$ cat src/hw/rtl/cfb_pkg.sv
// Package for the chunked frame builder: sizes, opcodes, FSM states and the
// request, response and cell-control structs. Depends on nothing.
`default_nettype none

package cfb_pkg;

  // Frame size in bytes, header included (2 to 64).
  localparam int unsigned FrameBytes = 64;
  localparam int unsigned StoreDepth = FrameBytes - 1;
  localparam int unsigned CountW     = $clog2(FrameBytes);

  // Header layout: bit 7 final, bit 6 delimiter, bits 5..0 length/value.
  localparam int unsigned HdrLenW    = 6;
  localparam int unsigned HdrFinalB  = 7;
  localparam int unsigned HdrDelimB  = 6;

  typedef enum logic [2:0] {
    OpAppend     = 3'd0,
    OpSetFinal   = 3'd1,
    OpSetDelim   = 3'd2,
    OpDeliver    = 3'd3,
    OpResetFrame = 3'd4
  } opcode_e;

  typedef enum logic {
    StIdle    = 1'b0,
    StPayload = 1'b1
  } state_e;

  typedef struct packed {
    logic [2:0] opcode;
    logic [7:0] data_byte;
    logic       final_flag;
    logic [5:0] delimiter_value;
  } req_t;

  typedef struct packed {
    logic [7:0] frame_byte;
    logic       last_of_frame;
  } rsp_t;

  typedef struct packed {
    logic load;
    logic shift;
  } cell_ctrl_t;

endpackage

`default_nettype wire

$ cat src/hw/rtl/cfb_cell.sv
// One byte cell of the payload chain: loads an appended byte or takes its
// upstream neighbor's byte on a shift. Depends on cfb_pkg.
`default_nettype none

module cfb_cell (
  input  wire logic                clk_i,
  input  wire cfb_pkg::cell_ctrl_t ctrl_i,
  input  wire logic [7:0]          load_byte_i,
  input  wire logic [7:0]          next_byte_i,
  output logic      [7:0]          byte_o
);

  logic [7:0] byte_q;
  logic [7:0] byte_d;

  always_comb begin
    byte_d = byte_q;
    if (ctrl_i.load) begin
      byte_d = load_byte_i;
    end else if (ctrl_i.shift) begin
      byte_d = next_byte_i;
    end
  end

  always_ff @(posedge clk_i) begin
    byte_q <= byte_d;
  end

  assign byte_o = byte_q;

endmodule

`default_nettype wire

$ cat src/hw/rtl/chunked_frame_builder_unit.sv
// Top level of the chunked frame builder: header/count registers, emission
// FSM, output register and the row of cfb_cell payload cells. Depends on
// cfb_pkg and cfb_cell.
//
// Usage:
// - Request channel (in_valid_i/in_ready_o/in_req_i) carries append, set
//   final, set delimiter, deliver and reset frame commands; opcodes 5..7 are
//   accepted and dropped.
// - Response channel (out_valid_o/out_ready_i/out_rsp_o) carries the emitted
//   frame bytes, header first, with last_of_frame on the final byte.
// - Appended bytes are written into a row of byte cells at the position of
//   the fill count. On emission the row shifts toward cell 0 once per
//   delivered payload byte, so cell 0 always holds the next byte to send.
// - A request that emits nothing completes on acceptance; requests can arrive
//   back to back at one per cycle while the output register is free.
// - A deliver, or the append that fills the frame, puts the header into the
//   output register in the cycle after acceptance and then one payload byte
//   per cycle whenever the output register is free; in_ready_o stays low
//   while the payload drains through the cell row.
// - in_ready_o also drops while the output register holds a byte the
//   receiver has not taken, so a stalled receiver simply holds the block.
// - Reset clears the header, fill count, FSM and output valid; the cell
//   contents are unknown until written and are never read before that.
`default_nettype none

module chunked_frame_builder_unit (
  input  wire logic          clk_i,
  input  wire logic          rst_ni,
  input  wire logic          in_valid_i,
  output logic               in_ready_o,
  input  wire cfb_pkg::req_t in_req_i,
  output logic               out_valid_o,
  input  wire logic          out_ready_i,
  output cfb_pkg::rsp_t      out_rsp_o
);

  localparam int unsigned CountW = cfb_pkg::CountW;
  localparam int unsigned Depth  = cfb_pkg::StoreDepth;

  cfb_pkg::state_e     state_q, state_d;
  logic [7:0]          hdr_q, hdr_d;
  logic [CountW-1:0]   count_q, count_d;
  logic [CountW-1:0]   rem_q, rem_d;
  logic                out_valid_q, out_valid_d;
  cfb_pkg::rsp_t       out_q, out_d;

  logic                in_fire;
  logic                out_free;
  logic [CountW-1:0]   count_inc;
  logic                frame_full;
  logic                emit;
  logic [7:0]          emit_hdr;
  logic [CountW-1:0]   emit_len;
  logic                cell_load;
  logic                cell_shift;
  cfb_pkg::cell_ctrl_t cell_ctrl [Depth];
  logic [7:0]          cell_byte [Depth];

  // Output register is free when empty or being taken this cycle.
  assign out_free   = !out_valid_q || out_ready_i;
  assign in_ready_o = (state_q == cfb_pkg::StIdle) && out_free;
  assign in_fire    = in_valid_i && in_ready_o;

  assign count_inc  = count_q + CountW'(1);
  assign frame_full = (count_inc == CountW'(Depth));

  always_comb begin
    state_d     = state_q;
    hdr_d       = hdr_q;
    count_d     = count_q;
    rem_d       = rem_q;
    out_d       = out_q;
    out_valid_d = out_valid_q;
    emit        = 1'b0;
    emit_hdr    = hdr_q;
    emit_len    = count_q;
    cell_load   = 1'b0;
    cell_shift  = 1'b0;

    // Drop the valid once the receiver takes the byte; reloads below win.
    if (out_ready_i) begin
      out_valid_d = 1'b0;
    end

    case (state_q)
      cfb_pkg::StIdle: begin
        if (in_fire) begin
          case (cfb_pkg::opcode_e'(in_req_i.opcode))
            cfb_pkg::OpAppend: begin
              cell_load = 1'b1;
              count_d   = count_inc;
              hdr_d     = {hdr_q[7:6], cfb_pkg::HdrLenW'(count_inc)};
              if (frame_full) begin
                emit     = 1'b1;
                emit_hdr = {hdr_q[7:6], cfb_pkg::HdrLenW'(count_inc)};
                emit_len = count_inc;
              end
            end
            cfb_pkg::OpSetFinal: begin
              hdr_d[cfb_pkg::HdrFinalB] = in_req_i.final_flag;
            end
            cfb_pkg::OpSetDelim: begin
              hdr_d = {hdr_q[cfb_pkg::HdrFinalB], 1'b1, in_req_i.delimiter_value};
            end
            cfb_pkg::OpDeliver: begin
              emit = 1'b1;
            end
            cfb_pkg::OpResetFrame: begin
              hdr_d   = '0;
              count_d = '0;
            end
            default: begin
              // Unused opcode: accept and drop.
            end
          endcase

          if (emit) begin
            // A delimiter frame is the header byte alone.
            if (emit_hdr[cfb_pkg::HdrDelimB]) begin
              emit_len = '0;
            end
            hdr_d       = '0;
            count_d     = '0;
            out_d       = '{frame_byte: emit_hdr, last_of_frame: (emit_len == '0)};
            out_valid_d = 1'b1;
            if (emit_len != '0) begin
              rem_d   = emit_len;
              state_d = cfb_pkg::StPayload;
            end
          end
        end
      end
      cfb_pkg::StPayload: begin
        // Advance the chain by one byte each time the output slot frees up.
        if (out_free) begin
          cell_shift  = 1'b1;
          out_d       = '{frame_byte: cell_byte[0],
                          last_of_frame: (rem_q == CountW'(1))};
          out_valid_d = 1'b1;
          rem_d       = rem_q - CountW'(1);
          if (rem_q == CountW'(1)) begin
            state_d = cfb_pkg::StIdle;
          end
        end
      end
      default: begin
        state_d = cfb_pkg::StIdle;
      end
    endcase
  end

  always_ff @(posedge clk_i or negedge rst_ni) begin
    if (!rst_ni) begin
      state_q     <= cfb_pkg::StIdle;
      hdr_q       <= '0;
      count_q     <= '0;
      rem_q       <= '0;
      out_valid_q <= 1'b0;
    end else begin
      state_q     <= state_d;
      hdr_q       <= hdr_d;
      count_q     <= count_d;
      rem_q       <= rem_d;
      out_valid_q <= out_valid_d;
    end
  end

  always_ff @(posedge clk_i) begin
    out_q <= out_d;
  end

  assign out_valid_o = out_valid_q;
  assign out_rsp_o   = out_q;

  // Payload row: cell k loads on an append at fill position k, and takes
  // cell k+1's byte on every shift (the last cell keeps its own byte).
  for (genvar k = 0; k < Depth; k++) begin : g_cell
    logic [7:0] next_byte;

    if (k == Depth - 1) begin : g_tail
      assign next_byte = cell_byte[k];
    end else begin : g_body
      assign next_byte = cell_byte[k+1];
    end

    assign cell_ctrl[k] = '{load:  cell_load && (count_q == CountW'(k)),
                            shift: cell_shift};

    cfb_cell u_cell (
      .clk_i       (clk_i),
      .ctrl_i      (cell_ctrl[k]),
      .load_byte_i (in_req_i.data_byte),
      .next_byte_i (next_byte),
      .byte_o      (cell_byte[k])
    );
  end

`ifndef SYNTHESIS
  // Draining state always has bytes left to send.
  a_rem_nonzero: assert property (@(posedge clk_i) disable iff (!rst_ni)
    (state_q == cfb_pkg::StPayload) |-> (rem_q != '0))
    else $error("payload drain with zero remaining bytes");

  // Fill count never reaches the store depth between requests.
  a_count_range: assert property (@(posedge clk_i) disable iff (!rst_ni)
    1'b1 |-> (count_q < CountW'(Depth)))
    else $error("fill count out of range");

  // Loading the last payload byte returns the FSM to idle.
  a_last_to_idle: assert property (@(posedge clk_i) disable iff (!rst_ni)
    (state_q == cfb_pkg::StPayload && out_free && rem_q == CountW'(1))
      |=> (state_q == cfb_pkg::StIdle && out_valid_q && out_q.last_of_frame))
    else $error("last payload byte did not end the frame");

  // No new request is taken while a frame drains.
  a_no_accept_drain: assert property (@(posedge clk_i) disable iff (!rst_ni)
    (state_q == cfb_pkg::StPayload) |-> !in_ready_o)
    else $error("request accepted during payload drain");
`endif

endmodule

`default_nettype wire
$ cat config.mk
export PLATFORM = sky130hd
export DESIGN_NAME = chunked_frame_builder_unit
export DESIGN_NICKNAME = d
export VERILOG_FILES = /design/src/hw/rtl/cfb_pkg.sv /design/src/hw/rtl/cfb_cell.sv /design/src/hw/rtl/chunked_frame_builder_unit.sv
export SDC_FILE = /design/constraint.sdc
export NUM_CORES = 1
export LEC_CHECK = 0
export CAP_MARGIN = 20
export CORE_AREA = 4 4 306 158
export CTS_CLUSTER_SIZE = 28
export DETAILED_ROUTE_END_ITERATION = 16
export DIE_AREA = 0 0 310 162
export DONT_BUFFER_PORTS = 1
export MAX_ROUTING_LAYER = met4
export PLACE_DENSITY = 0.75
export RECOVER_POWER = 50
export SYNTH_ARGS = -nofsm -noshare
export SYNTH_HDL_FRONTEND = slang
export SYNTH_HIERARCHICAL = 1
export SYNTH_SLANG_ARGS = --single-unit
$ cat constraint.sdc
create_clock -name clk_i -period 2.3 [get_ports clk_i]
set_input_delay 0.115 -clock clk_i [delete_from_list [all_inputs] [get_ports clk_i]]
set_output_delay 0.115 -clock clk_i [all_outputs]
set_load 0.005 [all_outputs]
# Word-level counts from Yosys, hierarchy flattened
# Index checks and enable logic that the tools add are counted.
# Widths: inputs -> output; s select.
dict set report classes {
  n_eq_ne 73
  addsub 2
  n_bitwise 1
  muxes 168
  n_reduce_logical 143
}
# op n
set ops {}
lappend ops {{$mux 8} 127}
lappend ops {{$eq 6x6->1 const B} 32}
lappend ops {{$reduce_bool 2->1} 62}
lappend ops {{$eq 6x5->1 const B} 16}
lappend ops {{$mux 6} 13}
lappend ops {{$logic_and 1x1->1} 65}
lappend ops {{$eq 6x4->1 const B} 8}
lappend ops {{$mux 9} 3}
lappend ops {{$eq 6x3->1 const B} 4}
lappend ops {{$pmux 6 s2} 2}
lappend ops {{$pmux 7 s3} 1}
lappend ops {{$pmux 9 s2} 1}
lappend ops {{$mux 1} 17}
lappend ops {{$eq 6x1->1 const B} 2}
lappend ops {{$eq 6x2->1 const B} 2}
lappend ops {{$logic_not 6->1} 2}
lappend ops {{$reduce_and 3->1} 4}
lappend ops {{$reduce_bool 3->1} 3}
lappend ops {{$pmux 1 s2} 4}
lappend ops {{$reduce_and 4->1} 2}
lappend ops {{$add 6x1->6 const B} 1}
lappend ops {{$eq 3x2->1 const B} 2}
lappend ops {{$ne 2x1->1 const B} 3}
lappend ops {{$reduce_bool 6->1} 1}
lappend ops {{9 further kinds} 10}
dict set report totals {
  ff_bits 535
}

# Longest topological paths before layout
dict set report logic_depth {
  word_depth 15
  ltp_mapped 8
  depth_no_buf 7
}

# Cells and area by module
# The synthesis kept the hierarchy.
# module cells_each area_per_inst_um2 n_inst
set modules_own_cells {}
lappend modules_own_cells {cfb_cell 18 377.9 63}
lappend modules_own_cells {chunked_frame_builder_unit 324 2464.9 1}

# Worst setup path after synthesis
# No wires, ideal clock.
dict set report synth_path {
  kind {register to register}
  start {register count_q[0]}
  end {register out_q, in the netlist out_rsp_o[0] (enable)}
  setup_ns 0.374
  arrival_time_ns 2.034
  path_buffers 0
  stages_incl_launch_ff 8
  setup_slack_ns -0.108
  t_required_ns 1.926
  path_cell_list {dfrtp_1 ha_1 and2_1 o21ai_1 a21o_1 a21o_2 a21oi_1 nor2_1}
}
dict set report synth_via {
  elab_chain_len 8
}
# element line
set synth_lines {}
lappend synth_lines {{start: declaration} chunked_frame_builder_unit.sv:42} ;# logic [CountW-1:0] count_q, count_d;
lappend synth_lines {{start signal: assignment} chunked_frame_builder_unit.sv:162} ;# count_q <= count_d;
lappend synth_lines {{$add 6x1->6} chunked_frame_builder_unit.sv:64} ;# assign count_inc = count_q + CountW'(1);
lappend synth_lines {{$eq 6x6->1} chunked_frame_builder_unit.sv:65} ;# assign frame_full = (count_inc == CountW'(Depth));
lappend synth_lines {{$mux 1} chunked_frame_builder_unit.sv:93} ;# if (frame_full) begin
lappend synth_lines {{$pmux 1 s2} chunked_frame_builder_unit.sv:88} ;# case (cfb_pkg::opcode_e'(in_req_i.opcode))
lappend synth_lines {{$mux 1} chunked_frame_builder_unit.sv:87} ;# if (in_fire) begin
lappend synth_lines {{$mux 1} chunked_frame_builder_unit.sv:85} ;# case (state_q)
lappend synth_lines {{$ne 2x1->1 (no line)} --}
lappend synth_lines {{$reduce_and 3->1 (no line)} --}
lappend synth_lines {{end signal: assignment} chunked_frame_builder_unit.sv:169} ;# out_q <= out_d;
lappend synth_lines {{end: declaration} chunked_frame_builder_unit.sv:45} ;# cfb_pkg::rsp_t out_q, out_d;
# No other way between the ends. The select of a mux whose other input is x is not followed.
# A chain may end at the register's enable or synchronous reset.

==> flow_summary.rst <==
.. list-table::
   :header-rows: 1

   * - Metric
     - Value
   * - DRC Markers
     - 0
   * - Run status
     - finished with violations
   * - Data required time of the critical path
     - 2.62 ns
   * - Ys flop type
     - sky130_fd_sc_hd__edfxtp_1
   * - Total Power Consumption
     - 30.9 mW
   * - Root Buffer
     - sky130_fd_sc_hd__clkbuf_16
   * - Min Tclk post-route
     - 2.60 ns
   * - Number of top-level pins
     - 33
   * - Number of hold-slack violations in the final timing report
     - 0
   * - Number of global-route vias before repair
     - 13600
   * - All-Layer GR Usage
     - 23.3%
   * - Antenna violation net count after detailed routing
     - 0
   * - Final estimated routing congestion in global placement
     - 0.943
   * - Maximum capacitance violations
     - 0
   * - Remaining global-route overflow
     - 0
   * - Clock buffers created by TritonCTS
     - 47
   * - Clock slew at reported path FFs
     - 0.07 ns
   * - Total routed wirelength
     - 60.7 mm
   * - Max transition margin
     - 36.9%
   * - Post-detailed-placement half-perimeter wirelength
     - 32.9 mm
   * - Horiz. Die Dim
     - 310 µm
   * - Area of the multi-input gates
     - 10200 µm²
   * - Type of element launching the critical path
     - register
   * - Antenna fix cells
     - 0
   * - Post-synthesis async set-or-reset flop share
     - 4.11%
   * - Average wire length per cell after detail routing
     - 26.2 µm
   * - Number of rows in the core area
     - 56
   * - Power density cells
     - 983 nW/µm²
   * - Worst setup path class
     - register to register
   * - Most frequent cells in the layout
     - sky130_fd_sc_hd__edfxtp_1 (513), sky130_fd_sc_hd__mux2_4 (505), sky130_fd_sc_hd__buf_6 (118)
   * - Per-instance average area after synthesis
     - 18.0 µm²
   * - Count of mapped cells out of synthesis
     - 1458
   * - Initial core utilization
     - 57.2%
   * - RSZ-0062 raised after global routing
     - true
   * - Maximum root-to-sink buffer count
     - 3
   * - Ratio of final minimum period to clock period
     - 113%
   * - Fraction of final layout cells sized beyond drive strength 1
     - 54.9%
   * - Floorplan die area
     - 50200 µm²
   * - Number of enable flip-flop cells after synthesis
     - 513
   * - Area inside the core boundary
     - 46000 µm²
   * - Peak ir drop on the vdd network
     - 0.000603 V
   * - Number of nets in the layout
     - 1705
   * - Initial DRC Count
     - 1577
   * - Path category of the worst min-delay check
     - primary input to register
   * - Setup-failing EPs final
     - 959
   * - H-tree depth reported by CTS
     - 2
   * - Leak pwr
     - 11.4 nW
   * - Syn. warnings
     - 6
   * - Area grow syn2layout
     - 19.7%
   * - Global-route wire length before repair
     - 85.0 mm
   * - Worst setup EP type
     - register
   * - Leading cell type in the layout, fill and taps excluded
     - sky130_fd_sc_hd__edfxtp_1
   * - Worst clock skew
     - 0.0156 ns
   * - Post-layout utilization of the core
     - 68.4%
   * - Clock tree from TritonCTS
     - done
   * - Post-synth design cell area
     - 26300 µm²
   * - Count of cell types in the netlist
     - 65
   * - Smallest setup slack after layout
     - -0.303 ns
   * - FF+latch area
     - 16000 µm²
   * - Number of inserted filler cells in the final layout
     - 2793
   * - Number of port buffers
     - 0
   * - Peak fanout along the critical path
     - 5
   * - Achievable Freq
     - 0.384 GHz
   * - Clock insertion delay at the later pin of the skew report
     - 0.58 ns
   * - Largest net degree at the start of global routing
     - 64
   * - Number of search-and-repair iterations in the first detailed-routing pass
     - 6
   * - Sequential fraction of the synthesis area
     - 60.7%
   * - Number of antenna violations at the first check in global routing
     - 0
   * - Mapped Nets
     - 1488
   * - WP data arrival
     - 2.92 ns
   * - Average via count per standard cell
     - 5.92
   * - Setup WS pre-CTS
     - -0.261 ns
   * - Count of pins over their slew limit
     - 0
   * - Sink Count
     - 535
   * - Violated checks
     - setup timing
   * - Y dimension of the die
     - 162 µm
   * - Total number of vias
     - 13700
   * - Synthesis-stage register bit count
     - 535
   * - Worst-margin pin slew
     - 0.946 ns
cells by family (layout without fill, tap and decap cells):
family                     count (synthesis)  count (layout)  share of synthesized area (%)
AOI/OAI and AO/OA                         69              69                           1.74
muxes                                    510             510                           29.1
and+or+nand+nor                          240             240                           4.62
buffers and inverters                     92             346                           3.29
xor gates and xnor gates                   4               4                          0.162
adders and majority gates                  8               8                          0.381
DFF                                      535             535                           60.7
path summary, 6_finish.rpt:
kind,start,endpoint,slack [ns],cells after the start
worst min-delay path,in_valid_i,out_rsp_o[0],0.02,3
worst max-delay path,out_valid_o,g_cell[22].u_cell/byte_o[4],-0.30,11
max in group asynchronous,rst_ni,hdr_q[3],0.67,3
min in group asynchronous,rst_ni,state_q,0.45,2
worst min register to register,hdr_q[1],hdr_q[1],0.49,2
worst max register to register,out_valid_o,g_cell[22].u_cell/byte_o[4],-0.30,11
synthesized netlist by cell type, types with 3 or more instances:
library cell                 n  area share (%)
sky130_fd_sc_hd__buf_1       3           0.043
sky130_fd_sc_hd__nor4_1      3           0.071
sky130_fd_sc_hd__edfxtp_1  513              59
sky130_fd_sc_hd__dfrtp_1    22             2.1
sky130_fd_sc_hd__mux2_4    505              29
sky130_fd_sc_hd__inv_1      10            0.14
sky130_fd_sc_hd__a21oi_1    10            0.19
sky130_fd_sc_hd__nand2_1    53            0.76
sky130_fd_sc_hd__nand2b_1    6            0.14
sky130_fd_sc_hd__o21ai_1     9            0.17
sky130_fd_sc_hd__nand3_1     7            0.13
sky130_fd_sc_hd__nor3_1      4           0.076
sky130_fd_sc_hd__nor2_1     80             1.1
sky130_fd_sc_hd__clkbuf_1    8            0.11
sky130_fd_sc_hd__a21o_1      3           0.086
sky130_fd_sc_hd__ha_1        8            0.38
sky130_fd_sc_hd__o31ai_1     5            0.14
sky130_fd_sc_hd__o21ai_0    16            0.30
sky130_fd_sc_hd__a22oi_1     3           0.086
sky130_fd_sc_hd__mux2i_1     3            0.11
sky130_fd_sc_hd__nor3b_1     3           0.086
sky130_fd_sc_hd__nor2b_1     3           0.071
sky130_fd_sc_hd__buf_6      68             2.9
sky130_fd_sc_hd__or2_1      63             1.5
repair_timing:
item                                    in CTS  in global routing
pin swaps                                   10                 43
endpoints found under the setup margin     884               1021
buffers inserted                             3                 20
cloned                                       9                 33
hold buffers                                27                  1
gates resized for setup                    143                262
endpoints found under the hold margin      540                  7
metrics by stage:
stage | instances | area, µm² | TNS [ns] | hold WS [ns]
2_1_floorplan | 1458 | 26300 | -9.31 | -0.181
3_3_place_gp | 2151 | 27900 | -70.35 | -0.180
3_5_place_dp | 2151 | 27900 | -90.50 | -0.180
4_1_cts | 2274 | 30400 | -21.43 | 0.00280
5_1_grt | 2321 | 31400 | -196.91 | 0.0137
6_report | 2321 | 31400 | -110.97 | 0.0191
flip-flops by register name, summed over array words and instances, names as in the netlist:
| name | cells |
|---|---|
| hdr_q | 8 |
| out_rsp_o | 9 |
| rem_q | 6 |
| g_cell.u_cell/byte_o | 504 |
| out_valid_o | 1 |
| count_q | 6 |
| state_q | 1 |
worst max-delay path: stages, from the launching register on:
cell                      delay (ns)
sky130_fd_sc_hd__dfrtp_1        0.38
sky130_fd_sc_hd__nor2b_4        0.14
sky130_fd_sc_hd__nor3b_4        0.23
sky130_fd_sc_hd__nand2_2        0.15
sky130_fd_sc_hd__buf_6          0.18
sky130_fd_sc_hd__nor3b_4        0.22
sky130_fd_sc_hd__buf_6          0.17
sky130_fd_sc_hd__buf_6          0.12
sky130_fd_sc_hd__nand2_8        0.07
sky130_fd_sc_hd__nor2_4         0.19
sky130_fd_sc_hd__buf_6          0.18
sky130_fd_sc_hd__mux2_4         0.31
report_power, final:
part           switching, mW  internal (mW)  total (mW)
clock network           3.53           4.42        7.95
registers              0.968           14.2        15.1
logic                   3.55           4.27        7.82
total                   8.05           22.8        30.9
per-layer routing:
layer | wire [µm] | GRT usage [%] | vias to the layer above
li1 | - | - | 5972
met1 | 27700 | 35.0 | 6965
met2 | 25200 | 30.5 | 726
met3 | 7060 | 8.52 | 68
met4 | 759 | 4.17 | 0
met5 | 0 | - | -
final cells by class:
cell class,instances,area share [%]
Clock inverter,17,0.497
Clock buffer,69,4.30
Sequential cell,535,50.8
Inverter,10,0.119
Timing Repair Buffer,250,9.51
Multi-Input combinational cell,831,32.4
Tap cell,609,2.42
Note: power is estimated with default switching activity, not from simulation.
